`config.mk`:
```
export PLATFORM = sky130hd
export DESIGN_NAME = dedup_fifo_with_running_sum_top
export DESIGN_NICKNAME = d
export VERILOG_FILES = /design/src/rtl/dfrs_pkg.sv /design/src/rtl/dfrs_cell.sv /design/src/rtl/dedup_fifo_with_running_sum_top.sv
export SDC_FILE = /design/constraint.sdc
export NUM_CORES = 1
export LEC_CHECK = 0
export BUFFER_PORTS_ARGS = -buffer_cell sky130_fd_sc_hd__buf_4
export CORE_MARGIN = 2
export CORE_UTILIZATION = 57
export CTS_CLUSTER_DIAMETER = 80
export DETAILED_ROUTE_END_ITERATION = 16
export PLACE_DENSITY = 0.86
export SYNTH_ARGS = -nofsm -noshare
export SYNTH_HDL_FRONTEND = slang
export SYNTH_HIERARCHICAL = 1
export SYNTH_SLANG_ARGS = --single-unit
```
`constraint.sdc`:
```
create_clock -name clk -period 4.26 [get_ports clk]
set_input_delay 0.213 -clock clk [delete_from_list [all_inputs] [get_ports clk]]
set_output_delay 0.213 -clock clk [all_outputs]
set_load 0.05 [all_outputs]
```
`src/rtl/dfrs_pkg.sv`:
```
// ----------------------------------------------------------------------------
// dfrs_pkg
// Shared widths, codes and cell control type for the deduplicating FIFO.
// ----------------------------------------------------------------------------
package dfrs_pkg;

  localparam int DEPTH   = 16;
  localparam int VAL_W   = 32;
  localparam int TOTAL_W = 36;
  localparam int CNT_W   = $clog2(DEPTH + 1);
  localparam int OCC_W   = 5;
  localparam int CMD_W   = 2;
  localparam int STAT_W  = 3;

  // Commands; the high command bit alone selects clear.
  localparam logic [CMD_W-1:0] CMD_PUSH = 2'd0;
  localparam logic [CMD_W-1:0] CMD_POP  = 2'd1;
  localparam int               CMD_CLEAR_BIT = 1;

  // Result status codes.
  localparam logic [STAT_W-1:0] ST_PUSHED   = 3'd0;
  localparam logic [STAT_W-1:0] ST_DUP      = 3'd1;
  localparam logic [STAT_W-1:0] ST_FULL     = 3'd2;
  localparam logic [STAT_W-1:0] ST_POPPED   = 3'd3;
  localparam logic [STAT_W-1:0] ST_EMPTYPOP = 3'd4;
  localparam logic [STAT_W-1:0] ST_CLEARED  = 3'd5;

  typedef logic signed [VAL_W-1:0] value_t;

  typedef struct packed {
    logic shift;  // take the upper neighbor's value
    logic load;   // take the pushed value
    logic held;   // entry lies below the fill count
  } cell_ctrl_t;

endpackage

```
`src/rtl/dfrs_cell.sv`:
```
// ----------------------------------------------------------------------------
// dfrs_cell
// One FIFO entry: holds a value, shifts down on pop, loads on push, and
// compares its value against the incoming push value.
// ----------------------------------------------------------------------------
module dfrs_cell (
  input  logic                clk,
  input  dfrs_pkg::cell_ctrl_t ctrl,
  input  dfrs_pkg::value_t    push_value,
  input  dfrs_pkg::value_t    upper_value,
  output dfrs_pkg::value_t    data,
  output logic                match
);
  import dfrs_pkg::*;

  value_t data_r;
  value_t data_nxt;

  always_comb begin
    data_nxt = data_r;
    if (ctrl.load) begin
      data_nxt = push_value;
    end else if (ctrl.shift) begin
      data_nxt = upper_value;
    end
  end

  always_ff @(posedge clk) begin
    data_r <= data_nxt;
  end

  assign data  = data_r;
  assign match = ctrl.held && (data_r == push_value);

endmodule

```
`src/rtl/dedup_fifo_with_running_sum_top.sv`:
```
// ----------------------------------------------------------------------------
// dedup_fifo_with_running_sum_top
// Result timing: each result is registered and is presented in the cycle after
//   its request is accepted. Throughput: one request per cycle while results are
//   taken; the row of entry cells applies each push, pop or clear directly, and
//   its per-entry comparators settle the duplicate check in the accepting cycle.
// Reset (rst_n low, synchronous): FIFO empty, sum zero, unique mode on,
//   no result pending. Entry contents are not cleared.
// ----------------------------------------------------------------------------
module dedup_fifo_with_running_sum_top (
  input  logic                        clk,
  input  logic                        rst_n,
  // configuration
  input  logic                        cfg_we,
  input  logic                        cfg_wdata,
  // request channel
  input  logic                        in_valid,
  output logic                        in_ready,
  input  logic [dfrs_pkg::CMD_W-1:0]  in_cmd,
  input  dfrs_pkg::value_t            in_value,
  // result channel
  output logic                        out_valid,
  input  logic                        out_ready,
  output logic [dfrs_pkg::STAT_W-1:0] out_status,
  output dfrs_pkg::value_t            out_pop_value,
  output logic signed [dfrs_pkg::TOTAL_W-1:0] out_total,
  output logic [dfrs_pkg::OCC_W-1:0]  out_occupancy,
  output logic                        out_is_empty,
  output logic                        out_is_full
);
  import dfrs_pkg::*;

  // Architectural state
  logic                      unique_r;
  logic [CNT_W-1:0]          count_r,  count_nxt;
  logic signed [TOTAL_W-1:0] total_r,  total_nxt;

  // Result register
  logic                      out_valid_r;
  logic [STAT_W-1:0]         status_r, status_nxt;
  value_t                    popval_r, popval_nxt;

  // Cell row; the extra slot feeds zero into the top cell on a pop.
  value_t                    cell_data [DEPTH+1];
  logic [DEPTH-1:0]          cell_match;
  cell_ctrl_t                cell_ctrl [DEPTH];

  logic accept;
  logic is_push, is_pop, is_clear;
  logic fifo_full, fifo_empty, dup_hit;
  logic push_do, pop_do;
  logic signed [TOTAL_W-1:0] push_ext, pop_ext;

  // Take a new request whenever the result register is free or draining.
  assign in_ready = !out_valid_r || out_ready;
  assign accept   = in_valid && in_ready;

  assign is_clear = in_cmd[CMD_CLEAR_BIT];
  assign is_push  = (in_cmd == CMD_PUSH);
  assign is_pop   = (in_cmd == CMD_POP);

  assign fifo_full  = (count_r == CNT_W'(DEPTH));
  assign fifo_empty = (count_r == '0);

  // In unique mode, any held cell equal to the push value flags a duplicate.
  assign dup_hit = unique_r && (|cell_match);

  assign push_do = accept && is_push && !fifo_full && !dup_hit;
  assign pop_do  = accept && is_pop && !fifo_empty;

  // Row of entry cells, oldest at index 0.
  assign cell_data[DEPTH] = '0;

  for (genvar i = 0; i < DEPTH; i++) begin : g_cell
    assign cell_ctrl[i].shift = pop_do;
    assign cell_ctrl[i].load  = push_do && (count_r == CNT_W'(i));
    assign cell_ctrl[i].held  = (CNT_W'(i) < count_r);

    dfrs_cell u_cell (
      .clk         (clk),
      .ctrl        (cell_ctrl[i]),
      .push_value  (in_value),
      .upper_value (cell_data[i+1]),
      .data        (cell_data[i]),
      .match       (cell_match[i])
    );
  end

  // Sign-extend push and pop values to the sum width.
  assign push_ext = {{(TOTAL_W-VAL_W){in_value[VAL_W-1]}}, in_value};
  assign pop_ext  = {{(TOTAL_W-VAL_W){cell_data[0][VAL_W-1]}}, cell_data[0]};

  // Decide status, count and sum for this request.
  always_comb begin
    count_nxt  = count_r;
    total_nxt  = total_r;
    status_nxt = status_r;
    popval_nxt = popval_r;
    if (accept) begin
      popval_nxt = '0;
      if (is_clear) begin
        count_nxt  = '0;
        total_nxt  = '0;
        status_nxt = ST_CLEARED;
      end else if (is_push) begin
        if (fifo_full) begin
          status_nxt = ST_FULL;
        end else if (dup_hit) begin
          status_nxt = ST_DUP;
        end else begin
          count_nxt  = count_r + CNT_W'(1);
          total_nxt  = total_r + push_ext;
          status_nxt = ST_PUSHED;
        end
      end else begin
        if (fifo_empty) begin
          status_nxt = ST_EMPTYPOP;
        end else begin
          count_nxt  = count_r - CNT_W'(1);
          total_nxt  = total_r - pop_ext;
          popval_nxt = cell_data[0];
          status_nxt = ST_POPPED;
        end
      end
    end
  end

  // Control state
  always_ff @(posedge clk) begin
    if (!rst_n) begin
      unique_r    <= 1'b1;
      count_r     <= '0;
      total_r     <= '0;
      out_valid_r <= 1'b0;
    end else begin
      if (cfg_we) begin
        unique_r <= cfg_wdata;
      end
      count_r <= count_nxt;
      total_r <= total_nxt;
      if (accept) begin
        out_valid_r <= 1'b1;
      end else if (out_ready) begin
        out_valid_r <= 1'b0;
      end
    end
  end

  // Result payload; the count and sum registers already hold post-request values.
  always_ff @(posedge clk) begin
    status_r <= status_nxt;
    popval_r <= popval_nxt;
  end

  assign out_valid     = out_valid_r;
  assign out_status    = status_r;
  assign out_pop_value = popval_r;
  assign out_total     = total_r;
  assign out_occupancy = OCC_W'(count_r);
  assign out_is_empty  = (count_r == '0);
  assign out_is_full   = (count_r == CNT_W'(DEPTH));

endmodule
```
# ---- Word level (Yosys, flattened, before mapping)
# Index checks and enable logic that the tools add are counted.
dict set report classes {
  n_addsub 4
  multipliers 0
  div_mod_pow 0
  order_cmp 16
  n_eq_ne 36
  shift 0
  mux 48
  bitwise 0
  reduce_logical 66
}
# cell n
set op_table {}
lappend op_table {{32-bit two-way mux} 32}
lappend op_table {{32-bit == test} 16}
lappend op_table {{36-bit two-way mux} 5}
lappend op_table {{5-bit by 4-bit == test with 1-bit output, second input constant} 8}
lappend op_table {{4-bit by 5-bit less-than comparator with 1-bit output, first input constant} 8}
lappend op_table {{1-bit logical AND} 39}
lappend op_table {{36-bit by 32-bit adder with 36-bit output} 1}
lappend op_table {{36-bit by 32-bit subtractor with 36-bit output} 1}
lappend op_table {{2-bit nonzero test} 17}
lappend op_table {{5-bit two-way mux} 5}
lappend op_table {{5-bit by 3-bit == test with 1-bit output, second input constant} 4}
lappend op_table {{3-bit by 5-bit less-than comparator with 1-bit output, first input constant} 4}
lappend op_table {{16-bit OR reduction} 1}
lappend op_table {{5-bit by 2-bit == test with 1-bit output, second input constant} 2}
lappend op_table {{1-bit by 5-bit less-than comparator with 1-bit output, first input constant} 2}
lappend op_table {{2-bit by 5-bit less-than comparator with 1-bit output, first input constant} 2}
lappend op_table {{3-bit != test, second input constant} 3}
lappend op_table {{3-bit two-way mux} 2}
lappend op_table {{5-bit by 1-bit adder with 5-bit output, second input constant} 1}
lappend op_table {{5-bit by 1-bit == test with 1-bit output, second input constant} 1}
lappend op_table {{5-bit == test, second input constant} 1}
lappend op_table {{5-bit zero test} 1}
lappend op_table {{5-bit by 1-bit subtractor with 5-bit output, second input constant} 1}
lappend op_table {{1-bit zero test} 4}
lappend op_table {{7 further kinds} 9}
dict set report totals {
  reg_bits 590
  latch_bits 0
  ramBits 0
  mem_bits_ro 0
  in_bits 40
  output_inout_bits 80
  wordCells 192
  n_memories 0
}

# ---- Logic depth before layout (Yosys ltp)
# Gate-level depths: netlist of run 1.
dict set report logic_depth {
  ltp_word 8
  depth_mapped 21
  depth_no_buf 20
}

# ---- Hierarchy
# The synthesis of run 1 kept the hierarchy.
# module instances cells_per_inst area_each_um2 seq_area_each_um2
set by_module_without_submodules {}
lappend by_module_without_submodules {dfrs_cell 16 113 1710.4 960.9}
lappend by_module_without_submodules {dedup_fifo_with_running_sum_top 1 735 5933.2 1911.8}

# ---- Worst setup path before layout of run 1
# Ideal clock, no wire load.
dict set report synth_path {
  path_kind {register -> register}
  start {register count_r[0], in the netlist out_occupancy[0]}
  end {register g_cell[11].u_cell.data_r[0] (enable)}
  setup_ps 375
  t_arrival_ps 4258
  t_required_ps 3885
  setup_slack_ps -372
  path_stages_with_launch 15
  path_buffers 3
  period_less_slack_ps 4632
  cell_sequence {dfxtp_1 > or3_1 > or3_1 > and2_1 > o2111ai_1 > nor4_2 > nor4_1 > a41oi_1 > or4_1 > clkbuf_1 > or4b_1 > nor2_1 > clkbuf_1 > buf_2 > or2_2}
}
# item line_no
set synth_rtl {}
lappend synth_rtl {{start, declared} dedup_fifo_with_running_sum_top.sv:35} ;# logic [CNT_W-1:0] count_r, count_nxt;
lappend synth_rtl {{start signal, assigned} dedup_fifo_with_running_sum_top.sv:139} ;# count_r <= count_nxt;
lappend synth_rtl {{end signal, assigned} dfrs_cell.sv:29} ;# data_r <= data_nxt;
lappend synth_rtl {{end, declared} dfrs_cell.sv:16} ;# value_t data_r;

# ---- Worst setup path in the final report of run 1
dict set report layout_path {
  start {register g_cell[0].u_cell.data_r[12]}
  end {register total_r[35], in the netlist out_total[35]}
}
dict set report layout_between {
  elab_chain_len 6
  word_cells_on_any_way 10
  cone_classes {add/sub (1); eq/ne (2); mux (3); reduce/logical (4)}
}
# item line_no
set layout_lines {}
lappend layout_lines {{start, declared} dfrs_cell.sv:16}
lappend layout_lines {{start signal, assigned} dfrs_cell.sv:29}
lappend layout_lines {{parallel branches: the longest is 6 deep, another holds 36-bit by 32-bit subtractor with 36-bit output} --}
lappend layout_lines {{end signal, assigned} dedup_fifo_with_running_sum_top.sv:140} ;# total_r <= total_nxt;
lappend layout_lines {{end, declared} dedup_fifo_with_running_sum_top.sv:36} ;# logic signed [TOTAL_W-1:0] total_r, total_nxt;
# Several ways; the timed one is not identified. The select of a mux whose other input is x is not followed.
# A chain may end at the register's enable or synchronous reset.

==> flow_summary.ini, run 1 <==
[sta]
holdWs_ns = 0.0718
fin_skew_ns = 0.0279
timing.slew.headroom_pct = 40.4
worst-slew-pin-transition_ns = 0.891
drv_slew = 0
fmax_mhz = 232
hold_violations = 0
timing.final.crit_share_pct = 101
setup_slack_ns = -0.0418
rsz0062_at_grt = yes
period_needed_ns = 4.30
fin_tns_setup_ns = -0.0445
setup_violations = 2

[global_route]
grt_pass1_vias = 23100
grt_max_degree = 45
grt_use_total_pct = 26.9
antenna_found_initial = 2
grt_pass1_wl_um = 128000
gr-total-overflow = 0

[clock_tree]
cts_root_buffer = clkbuf_16
insertion_delay_ns = 0.65
htreeDepth = 2
cts_tree = yes
cts.sinks = 590
clockBufferDepth = 3
path_clk_slew_ns = 0.06
cts_buffers = 59

[drt]
drc = 0
antenna_left = 0
drt-initial-drc-count = 1701
vias_per_cell = 6.03
dr.pass1.iters = 6
wl_um = 82500
vias = 22100
wl_per_cell_um = 22.5

[cells_and_area]
fillers = 3802
fin_nets = 2934
multiInputGateArea_um2 = 16000
drive_gt1_share_pct = 35.8
register_area_um2 = 17300
syn2layout_area_growth_pct = 18.2

[power]
total_power_mw = 13.9
irDropWorstVdd_mv = 0.329
pwr_density_cell_nw_per_um2 = 352
p_leak_nw = 14.0

[synthesis]
synth.yosys.seq_area_share_pct = 51.9
synth_cell_types = 63
synthArstFlopShare_pct = 0
synth_top_area_cell = edfxtp_1
synth_seq_cells = 590
yosysWarningCount = 6
synth_top_area_share_pct = 49.3
synth_ff_type = edfxtp_1
synthCells = 2543
synth_area_leaders = edfxtp_1, mux2_2, xor2_1, dfxtp_1, xnor2_1
synth_edf_count = 547
syn_area_per_cell_um2 = 13.1
syn_area_um2 = 33300

[setup_path]
startpoint_type = flip-flop
slowest_delay_ns = 0.58
worstSetupPathType = flip-flop to flip-flop
worstPathCellList = or3_4 -> or4_4 -> or4_4 -> nand2b_4 -> o21a_1 -> o31ai_2 -> ha_1 -> a21oi_1 -> o21a_1 -> o21ai_0 -> a31oi_1 -> o21ai_1 -> a21oi_2 -> xnor2_1 -> or3_1 -> nand3_1
critPathSlowestCell = or4_4
crit_fanout = 5
crit_buf_inv = 0
endpoint_kind = flip-flop
critPathTopFamily = simple AND/OR/NAND/NOR gates
arrival_ns = 4.89
required_ns = 4.85

[die]
die_w_um = 246
core_um2 = 57700
row_count = 88
io_pins = 120
die_y_um = 246
dieArea_um2 = 60400
initial_core_util_pct = 57.7

[status]
violations = setup timing
status = finished, violations left

[placement]
hpwlAfterDp_um = 57100
routabilityCongestion = 1.00
numPortBuffers = 119

[min_path]
hp-class = primary input to flip-flop

[run]
max_cap_violations = 0
[final cells by class]
cell class | instances | share of cell area, %
antenna | 1 | 0.00636
clock buffer | 75 | 4.09
clock inverter | 36 | 0.928
inverter | 37 | 0.362
multi-input combinational | 1850 | 40.6
sequential | 590 | 43.9
tap | 765 | 2.43
timing repair buffer | 313 | 7.68
[registers in the layout (all words and copies together), names as in the netlist]
name,count
g_cell.u_cell/data,512
out_total,36
out_pop_value,32
out_occupancy,5
out_status,3
out_valid,1
unique_r,1
[repair_timing]
action / in CTS / in global routing
cloned: 0 / 5
endpoints found under the setup margin: 620 / 609
resized for setup: 22 / 54
pin swaps: 3 / 25
hold buffers: 7 / 0
hold endpoints to repair: 28 / 0
buffers inserted: 0 / 7
[cell families (layout without fill, tap and decap cells)]
| kind of cell | after synthesis | count (layout) | synth area share (%) |
|---|---|---|---|
| mux | 513 | 513 | 17.3 |
| simple gates | 480 | 480 | 8.01 |
| compound gates | 227 | 227 | 4.78 |
| xor+xnor | 555 | 555 | 14.6 |
| other cells | 1 | 33 | 0.0113 |
| fa+ha+maj | 43 | 43 | 1.64 |
| flops | 590 | 590 | 51.9 |
| buf+inv | 134 | 461 | 1.71 |
[report_power, final]
group	internal [mW]	leakage (nW)	switching, mW
clock	3.04	0.953	2.28
sequential	6.54	5.34	0.144
combinational	0.721	7.68	1.14
[stage by stage]
step                      worst slack (ns)  instances  utilization, %  cell area [µm²]
after floorplan                    -0.0416       2574               -            33400
after global placement              -0.243       3536            63.8            36800
after detailed placement            -0.301       3536            63.8            36800
after CTS                         -0.00630       3654            67.5            38900
after global routing                -0.167       3666            68.2            39400
final                              -0.0418       3667            68.2            39400
[synthesized netlist by cell type, types with 8 or more instances]
cell type	n
edfxtp_1	547
mux2_2	513
xor2_1	466
nand2_1	116
nor4_1	106
xnor2_1	89
o21ai_0	62
buf_2	50
nor2_1	50
a21oi_1	47
dfxtp_1	43
clkbuf_1	42
ha_1	42
and2_1	37
inv_1	37
nor3_1	31
nand3_1	30
nor2b_1	21
a21o_1	20
nand4_1	18
or2_2	18
a2111oi_2	17
nor4_2	17
o2111ai_1	17
o31ai_1	11
nand2b_1	8
[final timing paths]
kind                                  start                         to  slack, ns  depth (start not counted)
setup / recovery  g_cell[0].u_cell/data[12]              out_total[35]      -0.04                         16
hold reg to reg               out_total[32]              out_total[32]       0.49                          2
setup reg to reg  g_cell[0].u_cell/data[12]              out_total[35]      -0.04                         16
hold / removal                  in_value[1]  g_cell[13].u_cell/data[1]       0.07                          2
[layout by cell type (no fill, tap or decap), types with 16 or more instances in the layout]
master,n
nand2_1,113
nand4_1,18
a2111oi_2,16
edfxtp_1,547
xnor2_1,87
xor2_1,466
o21ai_0,53
ha_1,41
nor2_1,37
clkbuf_16,65
nor4_1,101
nor2b_1,21
conb_1,32
dfxtp_1,40
buf_12,46
a21o_1,19
nor4_2,18
and2_1,34
nor3_1,20
a21oi_1,40
inv_1,36
nand3_1,29
mux2_2,513
buf_4,253
[per-layer routing]
layer	up-vias	track usage (%)	wire [µm]
li1	10100	-	-
met1	11100	34.2	33100
met2	814	47.1	42000
met3	167	3.96	4950
met4	0	9.09	2480
met5	-	0	0
No activity file was read; power rests on OpenSTA's default activity.
==> inputs of run 2 (changes only) <==
- CORE_UTILIZATION: 57 -> 59
- CTS_BUF_LIST: unset -> sky130_fd_sc_hd__clkbuf_8
- PLACE_DENSITY: 0.86 -> 0.88
==> run 2 against run 1 <==
Effect of this change:
- the flow still finishes with violations (setup timing)
- critical endpoint is now g_cell[9].u_cell/data[23]
- die area shrank 3.3%
- cell count grew 2.6%
- critical path type unchanged
- global-route usage grew 1.5 points
- sequential share of layout area shrank 0.55 points
- routed wire length grew 4.6%
==> flow_summary.ini, run 2 (synthesis results as in run 1) <==
[status]
status = finished, violations left
violations = setup timing

[sta]
period_needed_ns = 4.34
timing.slew.headroom_pct = 37.2
fin_skew_ns = 0.0404
fmax_mhz = 231
setup_slack_ns = -0.0756
fin_tns_setup_ns = -1.17
worst-slew-pin-transition_ns = 0.938
setup_violations = 55
rsz0062_at_grt = yes
drv_slew = 0
hold_violations = 0
timing.final.crit_share_pct = 102

[placement]
placed_cell_area_um2 = 37200
dpl.cell_count = 3558
hpwlAfterDp_um = 59700
pre_cts_ws_ns = -0.467
numPortBuffers = 119
routabilityCongestion = 1.01

[global_route]
grt_pass1_wl_um = 131000
gr-total-overflow = 0
grt_max_degree = 39
antenna_found_initial = 0
grt_use_total_pct = 28.4
grt_pass1_vias = 23800

[run]
max_cap_violations = 0

[die]
initial_core_util_pct = 59.4
row_count = 87
die_y_um = 242
core_um2 = 56100
dieArea_um2 = 58400
io_pins = 120
die_w_um = 242

[min_path]
hp-class = primary input to flip-flop

[setup_path]
arrival_ns = 4.78
crit_fanout = 8
startpoint_type = flip-flop
endpoint_kind = flip-flop
required_ns = 4.71
worstSetupPathType = flip-flop to flip-flop

[clock_tree]
cts_tree = yes
path_clk_slew_ns = 0.07
insertion_delay_ns = 0.73
htreeDepth = 3
cts.sinks = 590
clockBufferDepth = 3
cts_buffers = 95
cts_root_buffer = clkbuf_8

[cells_and_area]
largest_reg_flops = 512
final_cells = 3764
num_antenna_cells = 0
drive_gt1_share_pct = 36.7
syn2layout_area_growth_pct = 19.7
final_area_um2 = 39900
final_cell_mix = edfxtp_1, mux2_2, xor2_1
final_common_cell = edfxtp_1
fillers = 3495
fin_nets = 3018

[drt]
wl_um = 86300
wl_per_cell_um = 22.9
dr.pass1.iters = 6
vias_per_cell = 6.06
drc = 0
vias = 22800
drt-initial-drc-count = 1762
antenna_left = 0

[power]
irDropWorstVdd_mv = 0.280
pwr_density_cell_nw_per_um2 = 331
p_leak_nw = 14.4
==> run 2: cell count changes in the layout (fill, tap and decap cells not counted), sizes merged <==
cell / delta
dlygate4sd3: +13
inv: +30
clkbuf: +24
clkinvlp: -5
bufinv: -4
buf: +33
diode: -1
clkinv: +16
==> run 2: metal layers <==
layer / vias up / global-route usage (%) / wire length, µm
met3: 246 / 4.91 / 5330
met4: 0 / 11.0 / 3200
met1: 11400 / 35.2 / 33800
met5: - / 0 / 0
met2: 936 / 49.6 / 44000
li1: 10200 / - / -
==> run 2: final timing paths <==
kind,start,end,slack (ns),depth (start not counted)
max,out_occupancy[0],g_cell[9].u_cell/data[23],-0.08,12
min,in_value[25],g_cell[15].u_cell/data[25],0.05,2
max reg2reg,out_occupancy[0],g_cell[9].u_cell/data[23],-0.08,12
min reg2reg,out_total[34],out_total[34],0.49,2
==> run 2: through the flow <==
step                utilization (%)  total power, mW  hold WS, ns
CTS                            70.0             13.1      0.00544
global route                   71.1             13.6       0.0223
finish                         71.1             13.2       0.0483
detailed placement             66.4             8.62        0.437
global placement               66.4             8.54        0.429
floorplan                         -             7.81        0.329
==> run 2: what timing repair did <==
item                                    in CTS  in global routing
hold buffers                                20                  0
gates resized for setup                     21                 88
pin swaps                                    3                 21
gates cloned                                 1                  7
endpoints found under the setup margin     891                514
setup buffers                                0                  9
endpoints found under the hold margin       95                  0
==> run 2: worst max-delay path, cell delays in order (launching register included) <==
cell and delay (ns):
dfxtp_4 0.36, or3_4 0.37, or3_4 0.37, and2_4 0.19, o2111ai_4 0.12, nor4_4 0.08
nor4_4 0.37, a41oi_2 0.19, or4_4 0.48, or4b_4 0.63, nor2_4 0.34, clkbuf_16 0.26
mux2_4 0.31
==> run 2: final cells by class <==
type                    count  area, µm²  share of cell area (%)
clock buffers              97       1340                    3.35
clock inverters            73        379                   0.951
inverters                  37        139                   0.348
multi-input cells        1850      16100                    40.4
flip-flops and latches    590      17300                    43.4
well taps                 756        946                    2.37
repair buffers            361       3680                    9.23
==> run 2: power breakdown <==
group	total (mW)	leakage [nW]	internal, mW	switching [mW]
clock	4.55	0.988	2.24	2.30
combinational	1.95	8.09	0.775	1.17
sequential	6.69	5.34	6.54	0.153
==> inputs of run 3 (changes only) <==
--- a/constraint.sdc
+++ b/constraint.sdc
@@ -3,2 +3,2 @@
 set_output_delay 0.213 -clock clk [all_outputs]
-set_load 0.05 [all_outputs]
+set_load 0.02 [all_outputs]
==> run 3 against run 2 <==
Effect of this change:
- via count down 1.4%
- largest power group unchanged
- maximum frequency up 2.0%
- critical path depth up 5
- global-route usage down 0.50 points
- sequential cell count unchanged
- register-to-register slack better by 0.09 ns
- total power down 1.6%
- the run now ends clean
- highest routed layer is now met5
- first-iteration DRC count down 1.5%
- worst hold slack better by 0.036 ns
==> flow_summary.ini, run 3 (synthesis results as in run 1) <==
[cells_and_area]
fin_nets = 3012
num_antenna_cells = 0
final_common_cell = edfxtp_1
final_cell_mix = edfxtp_1, mux2_2, xor2_1
final_area_um2 = 39400
drive_gt1_share_pct = 36.8
syn2layout_area_growth_pct = 18.3
largest_reg_flops = 512

[sta]
rsz0062_at_grt = yes
hold_violations = 0
worst-slew-pin-transition_ns = 0.768
timing.final.crit_share_pct = 99.8
fin_skew_ns = 0.0419
fmax_mhz = 235
timing.slew.headroom_pct = 48.8
fin_tns_setup_ns = 0
setup_violations = 0
period_needed_ns = 4.25
drv_slew = 0

[setup_path]
worstPathCellList = or3_4 -> or4_4 -> or4_4 -> buf_4 -> nand2b_4 -> nor3_4 -> xor2_1 -> o21ai_1 -> ha_1 -> and2_4 -> and3_4 -> nand2_1 -> nor3_2 -> a21oi_2 -> xnor2_1 -> or3_1 -> nand3_1
r2r_end = out_total[35]
endpoint_kind = flip-flop
crit_top_cell = or4_4
r2r_start = g_cell[0].u_cell/data[12]
rrSetupSlack_ns = 0.01
critPathSlowestCell = or4_4
crit_buf_inv = 1
r2r_cells = 17
crit_fanout = 4
critPathLaunch = g_cell[0].u_cell/data[12]
arrival_ns = 4.89
required_ns = 4.90
startpoint_type = flip-flop
worstSetupPathType = flip-flop to flip-flop
critPathTopFamily = simple AND/OR/NAND/NOR gates
slowest_delay_ns = 0.50

[die]
io_pins = 120
die_y_um = 242
dieArea_um2 = 58400
core_um2 = 56100
initial_core_util_pct = 59.4
die_w_um = 242
row_count = 87

[placement]
routabilityCongestion = 0.988
hpwlAfterDp_um = 59000
numPortBuffers = 119
placed_cell_area_um2 = 37100

[min_path]
hp-start = in_value[20]
hold_depth = 2
worstHoldEndpoint = g_cell[13].u_cell/data[20]
hp-class = primary input to flip-flop

[drt]
dr.pass1.iters = 6
vias = 22500
vias_per_cell = 5.98
wl_um = 82900
antenna_left = 0
drt-initial-drc-count = 1736
drc = 0
wl_per_cell_um = 22.1

[global_route]
grt_pass1_wl_um = 128000
antenna_found_initial = 1
grt_pass1_vias = 23700
gr-total-overflow = 0
grt_max_degree = 39
grt_use_total_pct = 27.9

[clock_tree]
path_clk_slew_ns = 0.06
htreeDepth = 3
cts.sinks = 590
insertion_delay_ns = 0.73
cts_tree = yes
clockBufferDepth = 3
cts_root_buffer = clkbuf_8
cts_buffers = 95

[run]
max_cap_violations = 0

[power]
p_leak_nw = 14.2
pwr_density_cell_nw_per_um2 = 329
irDropWorstVdd_mv = 0.299

[status]
status = complete, no violations
run 3: changes by cell type in the layout (fill, tap and decap cells not counted), sizes merged:
cell,before,now
inv,67,70
clkinv,40,38
dlygate4sd3,20,12
clkbuf,103,95
buf,335,342
bufbuf,0,1
run 3: worst max path at each step:
| stage | end | slack, ns | cells past startpoint |
|---|---|---|---|
| floorplan | g_cell[12].u_cell/data[0] | -0.05 | 14 |
| global placement | g_cell[2].u_cell/data[8] | -0.34 | 12 |
| detailed placement | g_cell[2].u_cell/data[30] | -0.49 | 12 |
| CTS | out_total[35] | -0.02 | 16 |
| global route | out_total[35] | -0.12 | 17 |
| finish | out_total[35] | 0.01 | 17 |
run 3: through the flow:
stage / util (%) / setup slack (ns) / instances / power, mW / hold WS, ns
3_5_place_dp: 66.2 / -0.486 / 3566 / 8.48 / 0.438
4_1_cts: 69.8 / -0.0225 / 3753 / 13.0 / 0.0170
5_1_grt: 70.3 / -0.117 / 3757 / 13.4 / 0.0491
2_1_floorplan: - / -0.0503 / 2574 / 7.69 / 0.329
3_3_place_gp: 66.2 / -0.340 / 3566 / 8.41 / 0.434
6_report: 70.3 / 0.00991 / 3757 / 13.0 / 0.0848
run 3: layer usage:
metal	GRT usage, %	wire length (µm)	vias to the layer above
met3	5.48	5610	220
met4	11.4	2920	2
met5	0	18	-
met1	34.2	32400	11200
li1	-	-	10200
met2	48.4	42000	884
run 3: what timing repair did:
| action | 4_1_cts | 5_1_grt |
|---|---|---|
| gates resized for setup | 30 | 61 |
| gates cloned | 1 | 0 |
| endpoints found under the setup margin | 915 | 483 |
| hold buffers | 12 | 0 |
| buffers inserted | 5 | 5 |
| pin swaps | 12 | 29 |
| hold endpoints to repair | 56 | 0 |
run 3: worst register-to-register path, cell delays in order (launching register included):
cell	delay [ns]
edfxtp_1	0.39
or3_4	0.40
or4_4	0.44
or4_4	0.50
buf_4	0.18
nand2b_4	0.18
nor3_4	0.14
xor2_1	0.19
o21ai_1	0.10
ha_1	0.35
and2_4	0.18
and3_4	0.22
nand2_1	0.11
nor3_2	0.16
a21oi_2	0.08
xnor2_1	0.14
or3_1	0.32
nand3_1	0.07
run 3: final cells by class:
| class | instances | area, µm² |
|---|---|---|
| flip-flops and latches | 590 | 17300 |
| fillers | 3633 | 16700 |
| multi-input cells | 1850 | 16000 |
| repair buffers | 355 | 3320 |
| clock buffers | 95 | 1310 |
| well taps | 756 | 946 |
| clock inverters | 74 | 395 |
| inverters | 37 | 139 |
run 3: where the power goes:
| part | internal, mW | switching, mW |
|---|---|---|
| sequential | 6.54 | 0.150 |
| combinational | 0.751 | 1.04 |
| clock | 2.22 | 2.28 |
